File: src/sv/vdlt2_pkg.sv
package vdlt2_pkg;

  // Field widths fixed by the item format
  localparam int unsigned VALUE_W = 24;
  localparam int unsigned LABEL_W = 8;
  localparam int unsigned INDEX_W = 16;
  localparam int unsigned COUNT_W = 2;

  // Q7.16 constants
  localparam logic signed [VALUE_W-1:0] FIXED_ONE = 24'sd65536;
  localparam logic signed [VALUE_W-1:0] THR_RESET = -24'sd65536;
  localparam logic signed [VALUE_W-1:0] VALUE_MAX = 24'sh7FFFFF;
  localparam logic signed [VALUE_W-1:0] VALUE_MIN = 24'sh800000;

  // Action codes
  localparam logic ACT_ACCUM   = 1'b0;
  localparam logic ACT_CORRECT = 1'b1;

  // Register indexes
  localparam logic REG_THRESHOLD = 1'b0;

  // Record fill levels
  localparam logic [COUNT_W-1:0] CNT_EMPTY = 2'd0;
  localparam logic [COUNT_W-1:0] CNT_ONE   = 2'd1;
  localparam logic [COUNT_W-1:0] CNT_TWO   = 2'd2;

  typedef struct packed {
    logic                      action;
    logic [INDEX_W-1:0]        voxel_index;
    logic [LABEL_W-1:0]        label_id;
    logic signed [VALUE_W-1:0] sample_value;
  } in_item_t;

  typedef struct packed {
    logic [LABEL_W-1:0]        dominant_label;
    logic signed [VALUE_W-1:0] corrected_value;
    logic                      saturated;
  } out_item_t;

  typedef struct packed {
    logic [COUNT_W-1:0]        count;
    logic signed [VALUE_W-1:0] best_value;
    logic [LABEL_W-1:0]        best_label;
    logic signed [VALUE_W-1:0] second_value;
    logic [LABEL_W-1:0]        second_label;
  } rec_t;

  // Record update status from the update logic to the top level
  typedef struct packed {
    logic wr_en;
    logic has_result;
  } upd_ctl_t;

  typedef enum logic {
    ST_CLEAR,
    ST_RUN
  } state_t;

endpackage

File: src/sv/vdlt2_rec_upd.sv
module vdlt2_rec_upd (
  input  vdlt2_pkg::in_item_t                   item,
  input  logic                                  in_range,
  input  logic signed [vdlt2_pkg::VALUE_W-1:0]  threshold,
  input  vdlt2_pkg::rec_t                       rec,
  output vdlt2_pkg::rec_t                       rec_nxt,
  output vdlt2_pkg::out_item_t                  result,
  output vdlt2_pkg::upd_ctl_t                   ctl
);

  logic                                   above_best;
  logic                                   above_second;
  logic                                   present;
  logic [vdlt2_pkg::COUNT_W-1:0]          cnt;
  logic signed [vdlt2_pkg::VALUE_W:0]     diff;
  logic signed [vdlt2_pkg::VALUE_W-1:0]   s;

  assign s = item.sample_value;

  // Rank the new pair against the held pairs
  assign above_best = ($signed(s) > $signed(rec.best_value)) ||
                      ((s == rec.best_value) && (item.label_id < rec.best_label));
  assign above_second = ($signed(s) > $signed(rec.second_value)) ||
                        ((s == rec.second_value) && (item.label_id < rec.second_label));
  assign present = $signed(s) > $signed(threshold);

  // Insert the pair into the record
  always_comb begin
    rec_nxt        = rec;
    ctl.wr_en      = 1'b0;
    ctl.has_result = (item.action == vdlt2_pkg::ACT_CORRECT);
    if ((item.action == vdlt2_pkg::ACT_ACCUM) && in_range && present) begin
      ctl.wr_en = 1'b1;
      if (rec.count == vdlt2_pkg::CNT_EMPTY) begin
        rec_nxt.best_value = s;
        rec_nxt.best_label = item.label_id;
        rec_nxt.count      = vdlt2_pkg::CNT_ONE;
      end else if (above_best) begin
        rec_nxt.second_value = rec.best_value;
        rec_nxt.second_label = rec.best_label;
        rec_nxt.best_value   = s;
        rec_nxt.best_label   = item.label_id;
        rec_nxt.count        = vdlt2_pkg::CNT_TWO;
      end else if ((rec.count == vdlt2_pkg::CNT_ONE) || above_second) begin
        rec_nxt.second_value = s;
        rec_nxt.second_label = item.label_id;
        rec_nxt.count        = vdlt2_pkg::CNT_TWO;
      end
    end
  end

  // Pick the competing value and correct the sample
  always_comb begin
    cnt = in_range ? rec.count : vdlt2_pkg::CNT_EMPTY;
    result.dominant_label = '0;
    case (cnt)
      vdlt2_pkg::CNT_EMPTY: begin
        diff = 25'(s) + 25'(vdlt2_pkg::FIXED_ONE);
      end
      vdlt2_pkg::CNT_ONE: begin
        result.dominant_label = rec.best_label;
        diff = (item.label_id == rec.best_label) ?
               25'(s) + 25'(vdlt2_pkg::FIXED_ONE) :
               25'(s) - 25'(rec.best_value);
      end
      default: begin
        result.dominant_label = rec.best_label;
        diff = (item.label_id == rec.best_label) ?
               25'(s) - 25'(rec.second_value) :
               25'(s) - 25'(rec.best_value);
      end
    endcase
    result.saturated = diff[vdlt2_pkg::VALUE_W] ^ diff[vdlt2_pkg::VALUE_W-1];
    if (result.saturated) begin
      result.corrected_value = diff[vdlt2_pkg::VALUE_W] ? vdlt2_pkg::VALUE_MIN :
                                                          vdlt2_pkg::VALUE_MAX;
    end else begin
      result.corrected_value = diff[vdlt2_pkg::VALUE_W-1:0];
    end
  end

endmodule

File: config.mk
export PLATFORM = sky130hd
export DESIGN_NAME = vdlt2_rec_upd
export DESIGN_NICKNAME = d
export VERILOG_FILES = /design/src/sv/vdlt2_pkg.sv /design/src/sv/vdlt2_rec_upd.sv
export SDC_FILE = /design/constraint.sdc
export NUM_CORES = 1
export LEC_CHECK = 0
export ABC_AREA = 1
export BUFFER_PORTS_ARGS = -buffer_cell sky130_fd_sc_hd__buf_2
export CORE_MARGIN = 5
export CORE_UTILIZATION = 40
export DETAILED_ROUTE_END_ITERATION = 6
export GPL_ROUTABILITY_DRIVEN = 0
export PLACE_DENSITY = 0.66
export SLEW_MARGIN = 30
export SYNTH_ARGS = -nofsm -noshare
export SYNTH_HDL_FRONTEND = slang
export SYNTH_SLANG_ARGS = --single-unit
File: constraint.sdc
create_clock -name vclk -period 4.21
set_input_delay 0.6315 -clock vclk [all_inputs]
set_output_delay 0.6315 -clock vclk [all_outputs]
set_load 0.03 [all_outputs]
==> results.sh <==
export IMPL_io_pin_count=241
export IMPL_postRouteAntennaNets=0
export IMPL_dieArea_sq_um=21300
export IMPL_antenna_found_initial=0
export IMPL_wl_per_cell_um=16.0
export IMPL_ir_worst_vdd_v=0.0000964
export IMPL_post_synth_top_area_cell="nand2_1"
export IMPL_die_x_um=146
export IMPL_status="finished clean"
export IMPL_ys_top_cells_by_area="nand2_1 31%, ha_1 15%, inv_1 13%"
export IMPL_min_to="ctl[0]"
export IMPL_initial_core_util=0.408
export IMPL_syn2layout_area_growth_pct=20.7
export IMPL_critPathCaptureType="output pin"
export IMPL_grt_max_degree=37
export IMPL_min_delay_path_depth=2
export IMPL_ys_types=46
export IMPL_slew_headroom=0.680
export IMPL_dpl_hpwl_um=27300
export IMPL_min_from="item[48]"
export IMPL_dr_total_vias=10400
export IMPL_yosys_cell_count_top_type="nand2_1"
export IMPL_crit_cells=15
export IMPL_hold_viol=0
export IMPL_p_total_w=0.00155
export IMPL_power_leakage_nw=5.60
export IMPL_nClkBuffers=0
export IMPL_timing_final_crit_share=0.947
export IMPL_layout_min_cycle_time_ns=3.99
export IMPL_ff_latch_area_sq_um=0
export IMPL_nets=1981
export IMPL_rsz0062_at_grt="false"
export IMPL_setup_viol=0
export IMPL_clock_fmax_mhz=251
export IMPL_grt_pass1_vias=9465
export IMPL_synth_cells=1526
export IMPL_core_area_sq_um=18100
export IMPL_drtIter0Drc=1118
export IMPL_cp_max_fo=13
export IMPL_dpl_cell_area_sq_um=8890
export IMPL_drv_cap=0
export IMPL_drc=0
export IMPL_cp_top_family="simple AND/OR/NAND/NOR gates"
export IMPL_detail_route_wirelength_um=31700
export IMPL_crit_path_top_delay_cell="ha_1"
export IMPL_cp_data_arrival_time_ns=3.35
export IMPL_critPathLaunchType="input pin"
export IMPL_seq_cells=0
export IMPL_min_path_type="input pin to output pin"
export IMPL_yosysWarnings=0
export IMPL_routed_via_density=5.25
export IMPL_fp_row_count=49
export IMPL_ys_seq_area_frac=0
export IMPL_synth_area_sq_um=7390
export IMPL_die_h_um=146
export IMPL_synth_fp_nets=1757
export IMPL_cp_required_ns=3.58
export IMPL_overflow=0
export IMPL_yosys_area_top_type_share=0.315
export IMPL_design_area_sq_um=8910
export IMPL_cts_hold_repair_buffers=0
export IMPL_totalNegativeSetupSlack_ns=0
export IMPL_worst_path_buf_inv=5
export IMPL_slowest_delay_ns=0.41
export IMPL_grt_usage=0.277
export IMPL_grt_pass1_wl_um=48500
export IMPL_n_antenna_cell=0
export IMPL_crit_type="input pin to output pin"
export IMPL_final_layout_size_suffix_gt1_frac=0.176
export IMPL_avgSynthCellArea_sq_um=4.84
export IMPL_ys_top_cells_by_count="619 x nand2_1, 256 x inv_1, 128 x nor2_1"
export IMPL_power_density_nw_per_um2=174
export IMPL_worstPathCellList="buf_2, ha_1, nand2_1, nor2_1, nand2_1, inv_1, nand2_1, or2_1, nand2_4, nand3_4, inv_2, buf_4, nor2_1, nor2_1, buf_2"
export IMPL_worst_pin_slew_ns=0.479
export IMPL_dr_pass1_iters=6
export IMPL_maxSlewViolCount=0
export IMPL_place_port_buffers=225
==> timing repair <==
| item | in CTS | in global routing |
|---|---|---|
| gates resized for setup | 0 | 2 |
| endpoints found under the hold margin | 0 | 0 |
| setup buffers | 0 | 1 |
| setup endpoints to repair | 0 | 35 |
==> power breakdown <==
part | internal (W) | switching (W) | total [W]
clock | 0 | 0 | 0
sequential | 0 | 0 | 0
combinational | 0.000486 | 0.00106 | 0.00155
total | 0.000486 | 0.00106 | 0.00155
==> final cells by class <==
class                      instances  area (sq um)
fill                            2071          9170
multi-input combinational       1222          6170
timing repair buffer             263          1470
inverter                         263           987
tap                              229           287
==> kinds of logic after synthesis <==
group,after synthesis,share of synthesized area
compound gates,187,0.143
fa+ha+maj,91,0.156
buf+inv,304,0.166
simple gates,936,0.525
xor+xnor,8,0.00949
==> worst max path at each step <==
stage                        start           to  slack, ns
final                     item[19]   rec_nxt[8]       0.22
after detailed placement   item[0]   result[16]       0.13
after CTS                  item[0]   result[16]       0.12
after global routing       item[1]  rec_nxt[31]       0.01
after global placement     item[0]   result[17]       0.20
after floorplan            item[0]    result[6]       0.70
==> cells in the final DEF, fill, tap and decap left out, types with 11 or more instances in the layout <==
cell type  netlist  layout
a21oi_1         87      87
buf_2           11     225
buf_4           11      33
ha_1            89      89
inv_1          256     255
nand2_1        619     619
nand3_1        114     114
nand4_1         30      30
nor2_1         128     128
o21ai_0         43      43
o21ai_1         20      20
o21bai_1        11      11
==> per-stage QoR <==
stage          hold slack [ns]  instances   util  worst slack [ns]
5_1_grt                   1.54       1977  0.493            0.0143
6_report                  1.54       1977  0.493             0.224
4_1_cts                   1.54       1976  0.491             0.121
3_5_place_dp              1.54       1976  0.491             0.127
3_3_place_gp              1.53       1976  0.491             0.200
2_1_floorplan             1.39       1526      -             0.697
==> routing by layer <==
| metal | routed length, um | track usage | vias to the layer above |
|---|---|---|---|
| li1 | - | - | 5249 |
| met1 | 13200 | 0.365 | 4427 |
| met2 | 13600 | 0.456 | 608 |
| met3 | 3310 | 0.0392 | 96 |
| met4 | 1590 | 0.113 | 0 |
| met5 | 0 | 0 | - |
Power figures use the tool's default switching activity.
